**src/rtl/jrcm_pkg.sv**
```systemverilog
// shared types and constants for the joystick range calibrate and map block
// no dependencies
package jrcm_pkg;

	// opcode of an input item
	typedef enum logic [1:0] {
		OP_CENTRE = 2'd0,
		OP_SAMPLE = 2'd1,
		OP_FINISH = 2'd2,
		OP_READ   = 2'd3
	} op_t;

	// configuration register indexes
	typedef enum logic [1:0] {
		REG_TRAVEL_MIN = 2'd0,
		REG_OUT_LOW    = 2'd1,
		REG_OUT_HIGH   = 2'd2
	} reg_idx_t;

	// sequencer states
	typedef enum logic [2:0] {
		ST_IDLE,
		ST_LOAD,
		ST_MUL,
		ST_DIV,
		ST_STORE,
		ST_OUT
	} state_t;

	// map numbers in evaluation order
	typedef enum logic [1:0] {
		MAP_AX = 2'd0,
		MAP_AY = 2'd1,
		MAP_SX = 2'd2,
		MAP_SY = 2'd3
	} map_t;

	localparam int OUT_W      = 16;
	localparam int TRAVEL_W   = 10;
	localparam int CFG_W      = 16;
	localparam int PROD_W     = 2 * OUT_W;
	localparam int MUL_STEPS  = OUT_W;
	localparam int DIV_STEPS  = PROD_W;
	localparam int CNT_W      = $clog2(DIV_STEPS);

	localparam logic [TRAVEL_W-1:0] TRAVEL_MIN_RST = 10'd256;
	localparam logic [OUT_W-1:0]    OUT_LOW_RST    = 16'd0;
	localparam logic [OUT_W-1:0]    OUT_HIGH_RST   = 16'd1023;

endpackage

```
**src/rtl/jrcm_in_if.sv**
```systemverilog
// input channel of the calibrate and map block: valid/ready plus one sample item
// imports jrcm_pkg, though the opcode is declared as a plain two-bit field
interface jrcm_in_if
	import jrcm_pkg::*;
#(
	parameter int ADC_BITS = 10
);
	logic                valid;
	logic                ready;
	logic [1:0]          opcode;
	logic [ADC_BITS-1:0] x_sample;
	logic [ADC_BITS-1:0] y_sample;

	modport source (output valid, opcode, x_sample, y_sample, input ready);
	modport sink (input valid, opcode, x_sample, y_sample, output ready);
endinterface

```
**src/rtl/jrcm_out_if.sv**
```systemverilog
// output channel of the calibrate and map block: valid/ready plus one result item
// depends on jrcm_pkg for the field width
interface jrcm_out_if
	import jrcm_pkg::*;
();
	logic             valid;
	logic             ready;
	logic [OUT_W-1:0] aligned_x;
	logic [OUT_W-1:0] aligned_y;
	logic [OUT_W-1:0] scaled_x;
	logic [OUT_W-1:0] scaled_y;
	logic             is_calibrated;
	logic             finish_ok;

	modport source (output valid, aligned_x, aligned_y, scaled_x, scaled_y, is_calibrated,
		finish_ok, input ready);
	modport sink (input valid, aligned_x, aligned_y, scaled_x, scaled_y, is_calibrated,
		finish_ok, output ready);
endinterface

```
**src/rtl/joystick_range_calibrate_and_map_top.sv**
```systemverilog
// joystick min/max calibration with linear mapping onto an aligned and an output range
// depends on jrcm_pkg, jrcm_in_if and jrcm_out_if
//
// Each input item carries an opcode and one X/Y sample pair and yields exactly one result
// item. Opcode 0 captures the centre and restarts tracking, opcode 1 widens the min/max
// limits, opcode 2 checks the travel against travel_min and, if both axes pass, freezes the
// aligned range and sets calibration, opcode 3 only reads. The tracking state is updated in
// the accept cycle. While uncalibrated the result carries the raw samples and passes from
// ST_OUT straight into the output register. Once calibrated, four linear maps (aligned x,
// aligned y, then scaled x, scaled y from the aligned values) run one after another on a
// single shared unit: a setup step (ST_LOAD), a one-bit-per-cycle shift-and-add multiplier,
// a one-bit-per-cycle restoring divider and a writeback step (ST_STORE); after the last map
// the result passes through ST_OUT into the output register. The block takes one item at a
// time; the output register lets the next item in while a result still waits downstream.
// Configuration is written through cfg_we/cfg_idx/cfg_data; the user must write it only
// while the block is idle, and the block itself does not enforce this.
module joystick_range_calibrate_and_map_top
	import jrcm_pkg::*;
#(
	parameter int ADC_BITS = 10
) (
	input  logic             clk,
	input  logic             arst_n,
	jrcm_in_if.sink          in_ch,
	jrcm_out_if.source       out_ch,
	input  logic             cfg_we,
	input  logic [1:0]       cfg_idx,
	input  logic [CFG_W-1:0] cfg_data
);

	localparam int DIFF_W = OUT_W + 1;
	localparam int TW     = (ADC_BITS > TRAVEL_W) ? ADC_BITS : TRAVEL_W;

	// configuration registers
	logic [TRAVEL_W-1:0] travel_min_q;
	logic [OUT_W-1:0]    out_low_q;
	logic [OUT_W-1:0]    out_high_q;

	// calibration state
	logic [ADC_BITS-1:0] centre_x_q, centre_y_q;
	logic [ADC_BITS-1:0] low_x_q, high_x_q, low_y_q, high_y_q;
	logic [ADC_BITS-1:0] aligned_low_q, aligned_high_q;
	logic                centred_q, calibrated_q;

	// item under work
	logic [ADC_BITS-1:0] x_q, y_q;
	logic                ok_q;

	// sequencer
	state_t           state_q, state_d;
	logic [1:0]       map_idx_q;
	logic [CNT_W-1:0] cnt_q;
	logic             accept;
	logic             load_out;
	logic             last_map;

	// shared map unit
	logic [PROD_W-1:0]   prod_q;
	logic [OUT_W-1:0]    mag_b_q;
	logic                neg_q;
	logic [ADC_BITS-1:0] span_q;
	logic [ADC_BITS-1:0] rem_q;
	logic [OUT_W-1:0]    olo_q;
	logic [OUT_W-1:0]    ax_q, ay_q, sx_q, sy_q;

	// output register
	logic             out_valid_q;
	logic [OUT_W-1:0] out_ax_q, out_ay_q, out_sx_q, out_sy_q;
	logic             out_cal_q, out_ok_q;

	// next tracking state for the item being accepted
	logic [ADC_BITS-1:0] low_x_d, high_x_d, low_y_d, high_y_d;
	logic [ADC_BITS-1:0] centre_x_d, centre_y_d;
	logic [ADC_BITS-1:0] aligned_low_d, aligned_high_d;
	logic                centred_d, calibrated_d, ok_d;
	logic [TW-1:0]       travel_x, travel_y;
	op_t                 op;

	// map setup operands
	logic [OUT_W-1:0]    v_sel, olo_sel, ohi_sel;
	logic [ADC_BITS-1:0] ilo_sel, ihi_sel;
	logic [DIFF_W-1:0]   diff_a, diff_b;

	// datapath step values
	logic [OUT_W:0]      mul_sum;
	logic [ADC_BITS:0]   div_trial, div_sub;
	logic                div_take;
	logic [OUT_W-1:0]    quo, map_res;

	assign op = op_t'(in_ch.opcode);

	// ---------------------------------------------------------------------------------
	// tracking update, evaluated on the sample being accepted
	// ---------------------------------------------------------------------------------
	always_comb begin
		centre_x_d     = centre_x_q;
		centre_y_d     = centre_y_q;
		low_x_d        = low_x_q;
		high_x_d       = high_x_q;
		low_y_d        = low_y_q;
		high_y_d       = high_y_q;
		aligned_low_d  = aligned_low_q;
		aligned_high_d = aligned_high_q;
		centred_d      = centred_q;
		calibrated_d   = calibrated_q;
		ok_d           = 1'b0;
		travel_x       = TW'(high_x_q - low_x_q);
		travel_y       = TW'(high_y_q - low_y_q);
		case (op)
			OP_CENTRE: begin
				centre_x_d   = in_ch.x_sample;
				centre_y_d   = in_ch.y_sample;
				low_x_d      = in_ch.x_sample;
				high_x_d     = in_ch.x_sample;
				low_y_d      = in_ch.y_sample;
				high_y_d     = in_ch.y_sample;
				centred_d    = 1'b1;
				calibrated_d = 1'b0;
			end
			OP_SAMPLE: begin
				if (centred_q) begin
					// a limit only moves on the far side of the centre
					if (in_ch.x_sample < centre_x_q && in_ch.x_sample < low_x_q)
						low_x_d = in_ch.x_sample;
					if (in_ch.x_sample > centre_x_q && in_ch.x_sample > high_x_q)
						high_x_d = in_ch.x_sample;
					if (in_ch.y_sample < centre_y_q && in_ch.y_sample < low_y_q)
						low_y_d = in_ch.y_sample;
					if (in_ch.y_sample > centre_y_q && in_ch.y_sample > high_y_q)
						high_y_d = in_ch.y_sample;
				end
			end
			OP_FINISH: begin
				if (centred_q && travel_x >= TW'(travel_min_q)
						&& travel_y >= TW'(travel_min_q)) begin
					calibrated_d   = 1'b1;
					aligned_low_d  = (low_x_q < low_y_q) ? low_x_q : low_y_q;
					aligned_high_d = (high_x_q > high_y_q) ? high_x_q : high_y_q;
					ok_d           = 1'b1;
				end
			end
			default: begin
				// read leaves the state as it is
			end
		endcase
	end

	// ---------------------------------------------------------------------------------
	// sequencer
	// ---------------------------------------------------------------------------------
	always_ff @(posedge clk or negedge arst_n) begin
		if (!arst_n) begin
			state_q <= ST_IDLE;
		end else begin
			state_q <= state_d;
		end
	end

	assign last_map = (map_idx_q == MAP_SY);

	always_comb begin
		state_d     = state_q;
		accept      = 1'b0;
		load_out    = 1'b0;
		in_ch.ready = 1'b0;
		case (state_q)
			ST_IDLE: begin
				in_ch.ready = 1'b1;
				if (in_ch.valid) begin
					accept  = 1'b1;
					// raw pass-through needs no map
					state_d = calibrated_d ? ST_LOAD : ST_OUT;
				end
			end
			ST_LOAD: begin
				state_d = ST_MUL;
			end
			ST_MUL: begin
				if (cnt_q == CNT_W'(MUL_STEPS - 1))
					state_d = ST_DIV;
			end
			ST_DIV: begin
				if (cnt_q == CNT_W'(DIV_STEPS - 1))
					state_d = ST_STORE;
			end
			ST_STORE: begin
				state_d = last_map ? ST_OUT : ST_LOAD;
			end
			ST_OUT: begin
				if (!out_valid_q || out_ch.ready) begin
					load_out = 1'b1;
					state_d  = ST_IDLE;
				end
			end
			default: begin
				state_d = ST_IDLE;
			end
		endcase
	end

	always_ff @(posedge clk or negedge arst_n) begin
		if (!arst_n) begin
			map_idx_q <= '0;
			cnt_q     <= '0;
		end else begin
			if (accept)
				map_idx_q <= MAP_AX;
			else if (state_q == ST_STORE)
				map_idx_q <= map_idx_q + 2'd1;
			if (state_q == ST_MUL || state_q == ST_DIV) begin
				if (state_d != state_q)
					cnt_q <= '0;
				else
					cnt_q <= cnt_q + CNT_W'(1);
			end else begin
				cnt_q <= '0;
			end
		end
	end

	// ---------------------------------------------------------------------------------
	// configuration and calibration state
	// ---------------------------------------------------------------------------------
	always_ff @(posedge clk or negedge arst_n) begin
		if (!arst_n) begin
			travel_min_q <= TRAVEL_MIN_RST;
			out_low_q    <= OUT_LOW_RST;
			out_high_q   <= OUT_HIGH_RST;
		end else if (cfg_we) begin
			case (reg_idx_t'(cfg_idx))
				REG_TRAVEL_MIN: travel_min_q <= cfg_data[TRAVEL_W-1:0];
				REG_OUT_LOW:    out_low_q    <= cfg_data[OUT_W-1:0];
				REG_OUT_HIGH:   out_high_q   <= cfg_data[OUT_W-1:0];
				default: begin
					// writes beyond the register list are dropped
				end
			endcase
		end
	end

	always_ff @(posedge clk or negedge arst_n) begin
		if (!arst_n) begin
			centre_x_q     <= '0;
			centre_y_q     <= '0;
			low_x_q        <= '0;
			high_x_q       <= '0;
			low_y_q        <= '0;
			high_y_q       <= '0;
			aligned_low_q  <= '0;
			aligned_high_q <= '0;
			centred_q      <= 1'b0;
			calibrated_q   <= 1'b0;
		end else if (accept) begin
			centre_x_q     <= centre_x_d;
			centre_y_q     <= centre_y_d;
			low_x_q        <= low_x_d;
			high_x_q       <= high_x_d;
			low_y_q        <= low_y_d;
			high_y_q       <= high_y_d;
			aligned_low_q  <= aligned_low_d;
			aligned_high_q <= aligned_high_d;
			centred_q      <= centred_d;
			calibrated_q   <= calibrated_d;
		end
	end

	always_ff @(posedge clk) begin
		if (accept) begin
			x_q  <= in_ch.x_sample;
			y_q  <= in_ch.y_sample;
			ok_q <= ok_d;
		end
	end

	// ---------------------------------------------------------------------------------
	// map unit: (v - in_lo) * (o_hi - o_lo) / (in_hi - in_lo) + o_lo, truncated toward
	// zero and wrapped to 16 bits; magnitudes go through the serial multiply and divide
	// ---------------------------------------------------------------------------------
	always_comb begin
		case (map_t'(map_idx_q))
			MAP_AX: begin
				v_sel   = OUT_W'(x_q);
				ilo_sel = low_x_q;
				ihi_sel = high_x_q;
				olo_sel = OUT_W'(aligned_low_q);
				ohi_sel = OUT_W'(aligned_high_q);
			end
			MAP_AY: begin
				v_sel   = OUT_W'(y_q);
				ilo_sel = low_y_q;
				ihi_sel = high_y_q;
				olo_sel = OUT_W'(aligned_low_q);
				ohi_sel = OUT_W'(aligned_high_q);
			end
			MAP_SX: begin
				v_sel   = ax_q;
				ilo_sel = aligned_low_q;
				ihi_sel = aligned_high_q;
				olo_sel = out_low_q;
				ohi_sel = out_high_q;
			end
			default: begin
				v_sel   = ay_q;
				ilo_sel = aligned_low_q;
				ihi_sel = aligned_high_q;
				olo_sel = out_low_q;
				ohi_sel = out_high_q;
			end
		endcase
		diff_a = DIFF_W'(v_sel) - DIFF_W'(ilo_sel);
		diff_b = DIFF_W'(ohi_sel) - DIFF_W'(olo_sel);
	end

	// one multiplier bit per cycle: add the multiplicand into the top half, shift right
	assign mul_sum = {1'b0, prod_q[PROD_W-1:OUT_W]} + (prod_q[0] ? {1'b0, mag_b_q} : '0);

	// one quotient bit per cycle: restoring step on the top dividend bit
	assign div_trial = {rem_q, prod_q[PROD_W-1]};
	assign div_take  = (div_trial >= {1'b0, span_q});
	assign div_sub   = div_trial - {1'b0, span_q};

	// only the low quotient bits survive the 16-bit wrap
	assign quo     = prod_q[OUT_W-1:0];
	assign map_res = (span_q == '0) ? olo_q : ((neg_q ? (OUT_W'(0) - quo) : quo) + olo_q);

	always_ff @(posedge clk) begin
		case (state_q)
			ST_LOAD: begin
				prod_q  <= {{OUT_W{1'b0}},
					(diff_a[DIFF_W-1] ? OUT_W'(-diff_a) : diff_a[OUT_W-1:0])};
				mag_b_q <= diff_b[DIFF_W-1] ? OUT_W'(-diff_b) : diff_b[OUT_W-1:0];
				neg_q   <= diff_a[DIFF_W-1] ^ diff_b[DIFF_W-1];
				span_q  <= ihi_sel - ilo_sel;
				olo_q   <= olo_sel;
				rem_q   <= '0;
			end
			ST_MUL: begin
				prod_q <= {mul_sum[OUT_W:1], mul_sum[0], prod_q[OUT_W-1:1]};
			end
			ST_DIV: begin
				rem_q  <= div_take ? div_sub[ADC_BITS-1:0] : div_trial[ADC_BITS-1:0];
				prod_q <= {prod_q[PROD_W-2:0], div_take};
			end
			ST_STORE: begin
				case (map_t'(map_idx_q))
					MAP_AX:  ax_q <= map_res;
					MAP_AY:  ay_q <= map_res;
					MAP_SX:  sx_q <= map_res;
					default: sy_q <= map_res;
				endcase
			end
			default: begin
				// unit holds between items
			end
		endcase
	end

	// ---------------------------------------------------------------------------------
	// output register
	// ---------------------------------------------------------------------------------
	always_ff @(posedge clk or negedge arst_n) begin
		if (!arst_n) begin
			out_valid_q <= 1'b0;
		end else if (load_out) begin
			out_valid_q <= 1'b1;
		end else if (out_ch.ready) begin
			out_valid_q <= 1'b0;
		end
	end

	always_ff @(posedge clk) begin
		if (load_out) begin
			// uncalibrated items carry the raw samples in every field
			out_ax_q  <= calibrated_q ? ax_q : OUT_W'(x_q);
			out_ay_q  <= calibrated_q ? ay_q : OUT_W'(y_q);
			out_sx_q  <= calibrated_q ? sx_q : OUT_W'(x_q);
			out_sy_q  <= calibrated_q ? sy_q : OUT_W'(y_q);
			out_cal_q <= calibrated_q;
			out_ok_q  <= ok_q;
		end
	end

	assign out_ch.valid         = out_valid_q;
	assign out_ch.aligned_x     = out_ax_q;
	assign out_ch.aligned_y     = out_ay_q;
	assign out_ch.scaled_x      = out_sx_q;
	assign out_ch.scaled_y      = out_sy_q;
	assign out_ch.is_calibrated = out_cal_q;
	assign out_ch.finish_ok     = out_ok_q;

endmodule
```
**src/flat_wrapper.sv**
```systemverilog
// flat-port wrapper written by rule: the top's interface ports become plain ports
module joystick_range_calibrate_and_map_top_flat import jrcm_pkg::*;
#(
	parameter int ADC_BITS = 10
)
  (clk, arst_n, cfg_we, cfg_idx, cfg_data, in_ch_valid, in_ch_opcode, in_ch_x_sample, in_ch_y_sample, in_ch_ready, out_ch_valid, out_ch_aligned_x, out_ch_aligned_y, out_ch_scaled_x, out_ch_scaled_y, out_ch_is_calibrated, out_ch_finish_ok, out_ch_ready);
  jrcm_in_if #(.ADC_BITS(ADC_BITS)) in_ch_i ();
  jrcm_out_if out_ch_i ();
  input  logic clk;
  input  logic arst_n;
  input  logic cfg_we;
  input  logic [1:0] cfg_idx;
  input  logic [CFG_W-1:0] cfg_data;
  input wire logic [$bits(in_ch_i.valid)-1:0] in_ch_valid;
  input wire logic [$bits(in_ch_i.opcode)-1:0] in_ch_opcode;
  input wire logic [$bits(in_ch_i.x_sample)-1:0] in_ch_x_sample;
  input wire logic [$bits(in_ch_i.y_sample)-1:0] in_ch_y_sample;
  output wire logic [$bits(in_ch_i.ready)-1:0] in_ch_ready;
  output wire logic [$bits(out_ch_i.valid)-1:0] out_ch_valid;
  output wire logic [$bits(out_ch_i.aligned_x)-1:0] out_ch_aligned_x;
  output wire logic [$bits(out_ch_i.aligned_y)-1:0] out_ch_aligned_y;
  output wire logic [$bits(out_ch_i.scaled_x)-1:0] out_ch_scaled_x;
  output wire logic [$bits(out_ch_i.scaled_y)-1:0] out_ch_scaled_y;
  output wire logic [$bits(out_ch_i.is_calibrated)-1:0] out_ch_is_calibrated;
  output wire logic [$bits(out_ch_i.finish_ok)-1:0] out_ch_finish_ok;
  input wire logic [$bits(out_ch_i.ready)-1:0] out_ch_ready;
  assign in_ch_i.valid = in_ch_valid;
  assign in_ch_i.opcode = in_ch_opcode;
  assign in_ch_i.x_sample = in_ch_x_sample;
  assign in_ch_i.y_sample = in_ch_y_sample;
  assign in_ch_ready = in_ch_i.ready;
  assign out_ch_valid = out_ch_i.valid;
  assign out_ch_aligned_x = out_ch_i.aligned_x;
  assign out_ch_aligned_y = out_ch_i.aligned_y;
  assign out_ch_scaled_x = out_ch_i.scaled_x;
  assign out_ch_scaled_y = out_ch_i.scaled_y;
  assign out_ch_is_calibrated = out_ch_i.is_calibrated;
  assign out_ch_finish_ok = out_ch_i.finish_ok;
  assign out_ch_i.ready = out_ch_ready;
  joystick_range_calibrate_and_map_top #(.ADC_BITS(ADC_BITS)) u_core (.clk(clk), .arst_n(arst_n), .in_ch(in_ch_i), .out_ch(out_ch_i), .cfg_we(cfg_we), .cfg_idx(cfg_idx), .cfg_data(cfg_data));
endmodule
```
**config.mk**
```make
export PLATFORM = sky130hd
export DESIGN_NAME = joystick_range_calibrate_and_map_top_flat
export DESIGN_NICKNAME = d
export VERILOG_FILES = /design/src/rtl/jrcm_pkg.sv /design/src/rtl/jrcm_in_if.sv /design/src/rtl/jrcm_out_if.sv /design/src/rtl/joystick_range_calibrate_and_map_top.sv /design/src/flat_wrapper.sv
export SDC_FILE = /design/constraint.sdc
export NUM_CORES = 1
export LEC_CHECK = 0
export BUFFER_PORTS_ARGS = -buffer_cell sky130_fd_sc_hd__buf_2
export CAP_MARGIN = 25
export CORE_AREA = 10 10 263 265
export CTS_BUF_LIST = sky130_fd_sc_hd__clkbuf_4
export CTS_CLUSTER_DIAMETER = 30
export DETAILED_ROUTE_END_ITERATION = 8
export DIE_AREA = 0 0 273 275
export GPL_TIMING_DRIVEN = 0
export HOLD_SLACK_MARGIN = 0.02
export PLACE_DENSITY_LB_ADDON = 0.12
export SLEW_MARGIN = 20
export SYNTH_ARGS = -nofsm -noshare
export SYNTH_HDL_FRONTEND = slang
export SYNTH_SLANG_ARGS = --single-unit
```
**constraint.sdc**
```tcl
create_clock -name clk -period 12.2 [get_ports clk]
set_input_delay 3.05 -clock clk [delete_from_list [all_inputs] [get_ports clk]]
set_output_delay 3.05 -clock clk [all_outputs]
set_load 0.02 [all_outputs]
```
==> reports/qor.yml, run 1 <==
largest_net_degree_at_the_start_of_global_routing: 72
layout.cells.non_filler: 3250
synth_area_per_inst_um2: 10.7
complex_gate_fraction_of_the_synthesized_area_pct: 12.8
io_buffers: 112
fillCellCount: 6315
placeableCoreArea_mm2: 0.0639
timing.critical_path.cells: "inv_1 -> ha_1 -> nor2_1 -> clkbuf_1 -> mux2_2 -> ha_1 -> fa_1 -> nor2b_1 -> o31a_1 -> o221ai_1 -> or3_1 -> a31oi_1 -> o21ai_0 -> nand2b_1 -> clkbuf_1 -> a31oi_1 -> xnor3_1"
final_wirelength_mm: 68.0
detailedPlacementHpwl_mm: 51.7
p_clk_share_pct: 40.3
cts_root_buf: "sky130_fd_sc_hd__clkbuf_4"
internal_power_mw: 2.18
grt_pass1_vias: 17000
critical_path_peak_fanout: 10
cap_viol_max_count: 0
ff_latch_area_mm2: 0.0105
initial_utilization_pct: 34.6
power.density_cell_area_mw_per_mm2: 119
die_h_um: 275
synth_nets: 2316
ios: 113
totalPowerFinal_mw: 3.04
hold_fails_final_rpt: 0
cts.hold.buffers_added: 0
ys_seq_elements: 371
synth_simple_gate_area_share_pct: 12.8
synth_enable_flop_cells: 236
initial_antenna_violation_count: 1
final_design_area_no_fill_mm2: 0.0254
reg2reg_to: "u_core.mag_b_q[15]"
grt-ovfl-total: 0
crit_start: "u_core.map_idx_q[0]"
synth.mux.area_fraction_pct: 7.13
fin_tns_setup_ns: 0
grt_setup_unrepaired: "no"
min-delay-start: "u_core.ok_q"
required_ns: 12.78
synth-adder-area-share_pct: 12.1
cts_max_level: 3
synthArstFlopShare_pct: 36.4
area.growth.synth_to_final_pct: 14.9
placed_cells_incl_taps: 3038
number_of_rows_in_the_core_area: 93
r2r_cells: 17
synth_area_mm2: 0.0221
clk_transition_reported_paths_ns: 0.06
postCtsSetupBuffers: 0
switching_share_pct: 28.2
grt.total_usage_pct: 18.1
synth_xor_xnor_area_share_pct: 4.38
synthesized_instance_count: 2061
fp.dieW_um: 273
finalSetupViolCount: 0
multi_input_comb_area_mm2: 0.0109
min_path_type: "flop to flop"
regToRegStartpoint: "u_core.map_idx_q[0]"
die_area_mm2: 0.0751
yosys_warnings: 0
critical_path_class: "flop to flop"
crit_path_top_delay_cell: "sky130_fd_sc_hd__clkbuf_1"
max_freq_mhz: 180
slew_viol_final: 0
vias: 16700
worst-r2r-setup-slack_ns: 6.64
main_combinational_cell_family_by_area_after_synthesis: "simple AND/OR/NAND/NOR gates"
p_leak_nw: 10.6
detail_route.first_pass.iterations: 5
worst_skew_pair.late_latency_ns: 0.90
slew_headroom_pct: 26.6
critical_path_endpoint: "u_core.mag_b_q[15]"
cts-resized-gates: 0
irDropWorstVdd_v: 0.0000567
worst-slew-pin-transition_ns: 1.10
globalplace.congestion: 0.877
timing.clock.skew_ns: 0.0978
drive_above_1_share_pct: 18.3
finalNetCount: 2556
synth_cell_type_count: 64
route.detailed.wl_per_inst_um: 20.9
yosysSeqAreaShare_pct: 47.4
power.share.combinational_pct: 13.7
worst_setup_path_end_kind: "flop"
dominantRegCellSynth: "sky130_fd_sc_hd__edfxtp_1"
p_switching_mw: 0.856
clkSinkCount: 371
worst-endpoint-arrival_ns: 6.14
postRouteAntennaNets: 0
tritoncts_clock_tree: "built"
final.min_clock_period_ns: 5.56
first_iter_violations: 1078
final.period_utilization_pct: 45.5
detail_route.vias_per_cell: 5.15
critical_path_max_stage_delay_ns: 0.49
grt_first_pass_wirelength_mm: 104
number_of_buffers_inserted_during_clock_tree_synthesis: 113
drc_errors: 0
critPathLaunchType: "flop"
placed_area_mm2: 0.0239
p_seq_share_pct: 46.0
status: "finished clean"
cts_buffer_depth: 3
## worst max-delay path, delay by kind of cell, from the launching register on
family	cells	cell delay (ns)
and+or+nand+nor	4	1.18
adders and majority gates	3	0.97
AOI/OAI and AO/OA	5	0.94
buffers and inverters	3	0.91
muxes	1	0.45
DFF	1	0.44
xor gates and xnor gates	1	0.37
## kinds of logic after synthesis
kind of cell	after synthesis
mux	145
compound gates	441
flops	371
simple gates	588
xor+xnor	109
buf+inv	197
fa+ha+maj	210
## power groups by stage
stage | clock [mW] | combinational (mW) | sequential (mW)
finish | 1.22 | 0.416 | 1.40
global route | 1.34 | 0.467 | 1.40
CTS | 1.27 | 0.418 | 1.40
detailed placement | 0 | 0.416 | 1.42
global placement | 0 | 0.407 | 1.42
floorplan | 0 | 0.292 | 1.41
## per-stage QoR
stage	hold WS (ns)	setup slack, ns	util, %
after floorplan	0.400	5.84	-
after global placement	0.413	4.37	37.2
after detailed placement	0.424	6.29	37.5
after CTS	0.437	6.45	39.8
after global routing	0.449	6.18	39.8
final	0.436	6.64	39.8
## layout make-up
cell class | instances | area share [%]
well taps | 855 | 4.21
repair buffers | 125 | 2.92
flip-flops and latches | 371 | 41.2
clock buffers | 158 | 4.66
plain buffers | 64 | 0.945
inverters | 133 | 1.96
multi-input cells | 1493 | 43.0
diodes | 1 | 0.00984
clock inverters | 50 | 1.07
## synth_stat cells, types with 6 or more instances
cell type	n	share of area, %
sky130_fd_sc_hd__o21bai_1	9	0.31
sky130_fd_sc_hd__clkbuf_1	58	0.98
sky130_fd_sc_hd__nand2b_1	47	1.3
sky130_fd_sc_hd__nand2_1	209	3.5
sky130_fd_sc_hd__and2_1	49	1.4
sky130_fd_sc_hd__buf_1	6	0.10
sky130_fd_sc_hd__and3_1	15	0.42
sky130_fd_sc_hd__o31ai_1	12	0.41
sky130_fd_sc_hd__mux2i_1	45	2.0
sky130_fd_sc_hd__or3_1	10	0.28
sky130_fd_sc_hd__a21oi_1	104	2.4
sky130_fd_sc_hd__a222oi_1	10	0.45
sky130_fd_sc_hd__edfxtp_1	236	32
sky130_fd_sc_hd__a22oi_1	14	0.48
sky130_fd_sc_hd__nand3_1	25	0.57
sky130_fd_sc_hd__dfrtp_1	124	14
sky130_fd_sc_hd__nor2b_1	31	0.88
sky130_fd_sc_hd__a21boi_0	6	0.20
sky130_fd_sc_hd__nand4_1	17	0.48
sky130_fd_sc_hd__nor3_1	30	0.68
sky130_fd_sc_hd__mux2_2	100	5.1
sky130_fd_sc_hd__inv_1	133	2.3
sky130_fd_sc_hd__o21ai_0	127	2.9
sky130_fd_sc_hd__o211ai_1	6	0.20
sky130_fd_sc_hd__or4_1	8	0.27
sky130_fd_sc_hd__a21o_1	54	1.8
sky130_fd_sc_hd__fa_1	8	0.72
sky130_fd_sc_hd__ha_1	202	11
sky130_fd_sc_hd__dfstp_2	11	1.3
sky130_fd_sc_hd__xnor2_1	68	2.7
sky130_fd_sc_hd__nor2_1	117	2.0
sky130_fd_sc_hd__a211oi_1	13	0.44
sky130_fd_sc_hd__xor2_1	40	1.6
sky130_fd_sc_hd__a22o_1	11	0.44
sky130_fd_sc_hd__o21a_1	18	0.61
sky130_fd_sc_hd__a31oi_1	10	0.28
sky130_fd_sc_hd__nor4_1	10	0.28
## metal layers
| metal | up-vias | GRT usage [%] | part of all wire, % |
|---|---|---|---|
| li1 | 8039 | - | - |
| met5 | - | 0 | 0 |
| met1 | 8213 | 24.2 | 46 |
| met4 | 0 | 5.52 | 1.9 |
| met3 | 93 | 3.27 | 5.1 |
| met2 | 398 | 29.4 | 47 |
## how the worst min path moves through the flow
stage | end | slack [ns] | cells past startpoint
6_report | u_core.out_ch.finish_ok | 0.44 | 0
5_1_grt | u_core.out_ch.finish_ok | 0.45 | 0
4_1_cts | u_core.out_ch.finish_ok | 0.44 | 0
3_5_place_dp | u_core.out_ch.finish_ok | 0.42 | 0
3_3_place_gp | u_core.out_ch.finish_ok | 0.41 | 0
2_1_floorplan | u_core.out_ch.finish_ok | 0.40 | 0
## sequential cells by signal (all words and copies together) (netlist names), 16 cells and up
| signal | flops |
|---|---|
| u_core.ax_q | 16 |
| u_core.ay_q | 16 |
| u_core.mag_b_q | 16 |
| u_core.olo_q | 16 |
| u_core.out_ch.aligned_x | 16 |
| u_core.out_ch.aligned_y | 16 |
| u_core.out_ch.scaled_x | 16 |
| u_core.out_ch.scaled_y | 16 |
| u_core.out_high_q | 16 |
| u_core.out_low_q | 16 |
| u_core.prod_q | 32 |
| u_core.sx_q | 16 |
| u_core.sy_q | 16 |
## cells in the final DEF (no fill, tap or decap), drive strengths merged, types with 15 or more instances in the layout
cell / Yosys / layout
mux2i: 45 / 45
a21oi: 104 / 104
dfrtp: 124 / 124
buf: 6 / 130
mux2: 100 / 100
o21ai: 127 / 127
xnor2: 68 / 68
clkinv: 0 / 45
and3: 15 / 15
nor2b: 31 / 31
and2: 49 / 49
clkbuf: 58 / 217
xor2: 40 / 40
a21o: 54 / 54
edfxtp: 236 / 236
nor2: 117 / 117
nand4: 18 / 18
inv: 133 / 137
nor3: 30 / 30
nand3: 25 / 25
nand2b: 47 / 47
ha: 202 / 202
o21a: 18 / 18
nand2: 209 / 209
(Power assumes the default switching activity.)
==> inputs of run 2 (changes only) <==
==> constraint.sdc (replaced) <==
create_clock -name clk -period 5.7 [get_ports clk]
set_input_delay 1.425 -clock clk [delete_from_list [all_inputs] [get_ports clk]]
set_output_delay 1.425 -clock clk [all_outputs]
set_load 0.02 [all_outputs]
==> run 2 against run 1 <==
Compared with the run above: combinational power up 110%; non-clock buffer count stayed put; via count barely moved; setup slack worse by 6.3 ns; power increased by 110%; largest power group unchanged; highest routed layer unchanged; sequential cell count unchanged.
==> reports/qor.yml, run 2 (synthesis results as in run 1) <==
status: "finished clean"
vias: 16800
postRouteAntennaNets: 0
slew_viol_final: 0
layout.cells.most_common: "sky130_fd_sc_hd__edfxtp_1"
post-route-worst-setup-slack_ns: 0.386
route.detailed.wl_per_inst_um: 20.9
fp.dieW_um: 273
critical_path_max_stage_delay_ns: 0.56
cts_max_level: 3
required_ns: 6.29
die_area_mm2: 0.0751
crit_path_top_delay_cell: "sky130_fd_sc_hd__clkbuf_1"
cts_buffer_depth: 3
clkSinkCount: 371
cts_root_buf: "sky130_fd_sc_hd__clkbuf_4"
detail_route.first_pass.iterations: 6
initial_utilization_pct: 34.6
post-route-util_pct: 39.8
cap_viol_max_count: 0
slew_headroom_pct: 26.4
grt.total_usage_pct: 18.1
final_wirelength_mm: 68.0
cts.hold.buffers_added: 0
critPathLaunchType: "flop"
final_cell_mix: "236 x sky130_fd_sc_hd__edfxtp_1, 209 x sky130_fd_sc_hd__nand2_1, 202 x sky130_fd_sc_hd__ha_1"
p_leak_nw: 10.6
largest_net_degree_at_the_start_of_global_routing: 72
grt_setup_unrepaired: "no"
worst_skew_pair.late_latency_ns: 0.90
worst-endpoint-arrival_ns: 5.90
worst_setup_path_end_kind: "flop"
min_path_type: "flop to flop"
timing.clock.skew_ns: 0.0950
critical_path_peak_fanout: 10
globalplace.congestion: 0.877
clk_transition_reported_paths_ns: 0.06
placeableCoreArea_mm2: 0.0639
die_h_um: 275
ios: 113
finalNetCount: 2556
detailedPlacementHpwl_mm: 51.7
tritoncts_clock_tree: "built"
number_of_buffers_inserted_during_clock_tree_synthesis: 113
timing.critical_path.cells: "inv_1 -> ha_1 -> clkbuf_1 -> clkbuf_1 -> a22oi_1 -> nand2_1 -> ha_1 -> inv_1 -> fa_1 -> a21o_1 -> a21oi_1 -> o21ai_0 -> a31oi_1 -> xnor2_1 -> or4_1 -> o21ai_0 -> xor2_1 -> a21oi_1"
dp_slack_ns: -0.0308
detail_route.vias_per_cell: 5.16
largest_reg_flops: 32
max_freq_mhz: 188
layout.cells.non_filler: 3250
largest_register: "u_core.prod_q"
finalSetupViolCount: 0
final.period_utilization_pct: 93.2
drc_errors: 0
final.min_clock_period_ns: 5.31
power.density_cell_area_mw_per_mm2: 256
grt_first_pass_wirelength_mm: 104
area.growth.synth_to_final_pct: 15.0
worst-slew-pin-transition_ns: 1.10
whs_ns: 0.436
io_buffers: 112
drive_above_1_share_pct: 18.4
number_of_rows_in_the_core_area: 93
hold_fails_final_rpt: 0
first_iter_violations: 1052
initial_antenna_violation_count: 1
placed_cells_incl_taps: 3038
critical_path_class: "flop to flop"
irDropWorstVdd_v: 0.000121
worst-r2r-setup-slack_ns: 0.39
grt_pass1_vias: 17000
grt-ovfl-total: 0
totalPowerFinal_mw: 6.50
postCtsSetupBuffers: 0
run 2: changes by cell type in the layout (fill, tap and decap cells not counted):
cell                       before  now
sky130_fd_sc_hd__nor3_4         0    1
sky130_fd_sc_hd__clkbuf_1      58   55
sky130_fd_sc_hd__nor2_2         0    1
sky130_fd_sc_hd__clkbuf_2       0    3
sky130_fd_sc_hd__nor3_2         2    1
sky130_fd_sc_hd__nor2_1       115  114
run 2: final timing paths:
check	cells past startpoint	to	startpoint
max in group asynchronous	2	u_core.out_high_q[2]	arst_n
worst min-delay path	0	u_core.out_ch.finish_ok	u_core.ok_q
worst max-delay path	18	u_core.prod_q[9]	u_core.map_idx_q[0]
min in group asynchronous	1	u_core.state_q[2]	arst_n
worst min register to register	0	u_core.out_ch.finish_ok	u_core.ok_q
worst max register to register	18	u_core.prod_q[9]	u_core.map_idx_q[0]
run 2: critical path, delay by kind of cell (launching register included):
family                   cells  cell delay, ns
AND/OR/NAND/NOR              2            0.68
XOR/XNOR                     2            0.45
adder cells (fa/ha/maj)      3            0.91
AO/OA/AOI/OAI                7            1.35
buffers and inverters        4            1.19
flip-flops                   1            0.44
run 2: final cells by class:
| cell class | instances | area (um2) |
|---|---|---|
| clock buffers | 158 | 1190 |
| inverters | 133 | 499 |
| multi-input cells | 1493 | 10900 |
| plain buffers | 64 | 244 |
| well taps | 855 | 1070 |
| clock inverters | 50 | 273 |
| fillers | 6312 | 38400 |
| flip-flops and latches | 371 | 10500 |
| diodes | 1 | 2.50 |
| repair buffers | 125 | 742 |
run 2: routing by layer:
layer	up-vias	routed length, um	track usage, %
met4	0	1320	5.52
met3	91	3270	3.27
met2	409	31800	29.4
met5	-	0	0
met1	8216	31700	24.3
li1	8042	-	-
run 2: timing repair:
action,4_1_cts,5_1_grt
setup endpoints to repair,1,17
endpoints found under the hold margin,0,0
resized for setup,1,8
run 2: where the power goes:
group | leakage, nW | switching, mW | total (mW) | internal [mW]
Sequential | 3.59 | 0.0321 | 2.99 | 2.96
Combinational | 6.11 | 0.527 | 0.890 | 0.364
Clock | 0.884 | 1.27 | 2.62 | 1.35
run 2: through the flow:
stage | area (um2) | setup TNS [ns]
2_1_floorplan | 22100 | 0
3_3_place_gp | 23800 | -89.24
3_5_place_dp | 23900 | -0.0308
4_1_cts | 25400 | 0
5_1_grt | 25400 | 0
6_report | 25400 | 0
==> inputs of run 3 (changes only) <==
--- a/config.mk
+++ b/config.mk
@@ -7,11 +7,11 @@
 export LEC_CHECK = 0
 export BUFFER_PORTS_ARGS = -buffer_cell sky130_fd_sc_hd__buf_2
 export CAP_MARGIN = 25
-export CORE_AREA = 10 10 263 265
-export CTS_BUF_LIST = sky130_fd_sc_hd__clkbuf_4
+export CORE_AREA = 2 2 255 257
+export CTS_BUF_LIST = sky130_fd_sc_hd__clkbuf_4 sky130_fd_sc_hd__clkbuf_8
 export CTS_CLUSTER_DIAMETER = 30
 export DETAILED_ROUTE_END_ITERATION = 8
-export DIE_AREA = 0 0 273 275
+export DIE_AREA = 0 0 257 259
 export GPL_TIMING_DRIVEN = 0
 export HOLD_SLACK_MARGIN = 0.02
 export PLACE_DENSITY_LB_ADDON = 0.12
==> run 3 against run 2 <==
Compared with the run above: via count fell by 0.50%; global-route usage rose by 1.9 points; clock skew shrank 0.058 ns; cell count down 0.62%; largest power group is now clock; highest routed layer unchanged.
==> reports/qor.yml, run 3 (synthesis results as in run 1) <==
grt.total_usage_pct: 20.0
final.min_clock_period_ns: 5.25
post-route-worst-setup-slack_ns: 0.449
largest_register: "u_core.prod_q"
worst-slew-pin-transition_ns: 1.00
largest_net_degree_at_the_start_of_global_routing: 93
finalNetCount: 2541
final_design_area_no_fill_mm2: 0.0264
max_freq_mhz: 190
grt_first_pass_wirelength_mm: 101
ios: 113
initial_antenna_violation_count: 2
crit_path_top_delay_cell: "sky130_fd_sc_hd__clkbuf_1"
critical_path_max_stage_delay_ns: 0.55
tritoncts_clock_tree: "built"
layout.cells.most_common: "sky130_fd_sc_hd__edfxtp_1"
p_leak_nw: 10.9
drive_above_1_share_pct: 18.4
worst-r2r-setup-slack_ns: 0.45
postCtsSetupBuffers: 0
detail_route.vias_per_cell: 5.16
worst-endpoint-arrival_ns: 5.67
finalSetupViolCount: 0
drc_errors: 0
globalplace.congestion: 0.889
irDropWorstVdd_v: 0.000157
slew_viol_final: 0
fp.dieW_um: 257
final.period_utilization_pct: 92.1
die_h_um: 259
final_cell_mix: "236 x sky130_fd_sc_hd__edfxtp_1, 209 x sky130_fd_sc_hd__nand2_1, 202 x sky130_fd_sc_hd__ha_1"
status: "finished clean"
number_of_rows_in_the_core_area: 93
dp_slack_ns: -0.0889
cap_viol_max_count: 0
timing.critical_path.max_delay_family: "buffers and inverters"
cp.buffers_inverters: 5
hold_fails_final_rpt: 0
area.growth.synth_to_final_pct: 19.2
initial_utilization_pct: 34.6
timing.critical_path.cells: "inv_1 -> ha_1 -> clkbuf_1 -> clkbuf_1 -> a22oi_1 -> nand2_1 -> ha_1 -> inv_1 -> fa_1 -> a21o_1 -> a21oi_1 -> o21a_1 -> o211ai_1 -> or3_1 -> clkbuf_1 -> or3_1 -> nand3_1 -> o21ai_0"
final_wirelength_mm: 66.6
detail_route.first_pass.iterations: 6
die_area_mm2: 0.0666
grt_setup_unrepaired: "no"
grt-ovfl-total: 0
min_path_type: "flop to flop"
power.density_cell_area_mw_per_mm2: 301
detailedPlacementHpwl_mm: 50.4
route.detailed.wl_per_inst_um: 20.6
totalPowerFinal_mw: 7.94
first_iter_violations: 933
cts_buffer_depth: 3
number_of_buffers_inserted_during_clock_tree_synthesis: 99
placed_area_mm2: 0.0239
io_buffers: 112
critical_path_peak_fanout: 10
slew_headroom_pct: 33.1
placeableCoreArea_mm2: 0.0639
critical_path_class: "flop to flop"
postRouteAntennaNets: 0
cts_root_buf: "sky130_fd_sc_hd__clkbuf_8"
timing.critical_path.mode_cell: "sky130_fd_sc_hd__clkbuf_1"
largest_reg_flops: 32
grt_pass1_vias: 16800
clkSinkCount: 371
timing.clock.skew_ns: 0.0373
vias: 16700
cts_max_level: 3
required_ns: 6.12
worst_setup_path_end_kind: "flop"
worst_skew_pair.late_latency_ns: 0.70
critPathLaunchType: "flop"
clk_transition_reported_paths_ns: 0.06
run 3: timing repair:
item,CTS,global route
hold buffers,0,0
resized for setup,1,9
endpoints found under the setup margin,2,12
endpoints found under the hold margin,0,0
pin swaps,0,0
run 3: per-stage QoR:
step / TNS, ns / cells / utilization, % / hold slack [ns]
6_report: 0 / 3230 / 41.3 / 0.442
5_1_grt: 0 / 3230 / 41.3 / 0.465
4_1_cts: 0 / 3225 / 41.2 / 0.450
3_5_place_dp: -0.0889 / 3037 / 37.5 / 0.437
3_3_place_gp: -91.00 / 3028 / 37.2 / 0.416
2_1_floorplan: 0 / 2061 / - / 0.400
run 3: final timing paths:
path	start	endpoint	depth (start not counted)
max	u_core.map_idx_q[0]	u_core.prod_q[2]	18
min	u_core.ok_q	u_core.out_ch.finish_ok	0
max reg2reg	u_core.map_idx_q[0]	u_core.prod_q[2]	18
min reg2reg	u_core.ok_q	u_core.out_ch.finish_ok	0
max in group asynchronous	arst_n	u_core.high_y_q[7]	2
min in group asynchronous	arst_n	u_core.state_q[2]	1
run 3: worst reg2reg max path, delay by kind of cell (launching register included):
family / cells / cell delay, ns
buf+inv: 5 / 1.40
compound gates: 6 / 1.22
simple gates: 4 / 1.02
fa+ha+maj: 3 / 0.91
flops: 1 / 0.44
run 3: final cells by class:
class	count	area, um2
antenna	2	5.00
inverter	133	499
multi-input combinational	1493	10900
timing repair buffer	124	734
fill	6208	37500
buffer	64	245
clock inverter	64	791
clock buffer	124	1610
tap	855	1070
sequential	371	10500
run 3: layer usage:
metal | global-route usage (%) | up-vias | routed length (um)
met5 | 0 | - | 0
met4 | 7.57 | 0 | 1920
met3 | 3.36 | 111 | 3500
met2 | 32.2 | 493 | 30700
met1 | 27.2 | 8092 | 30500
li1 | - | 7979 | -
run 3: power by group:
group	total (mW)	switching, mW	internal [mW]	leakage, nW
clock network	4.05	1.48	2.58	1.22
registers	3.00	0.0331	2.96	3.59
logic	0.888	0.525	0.363	6.10
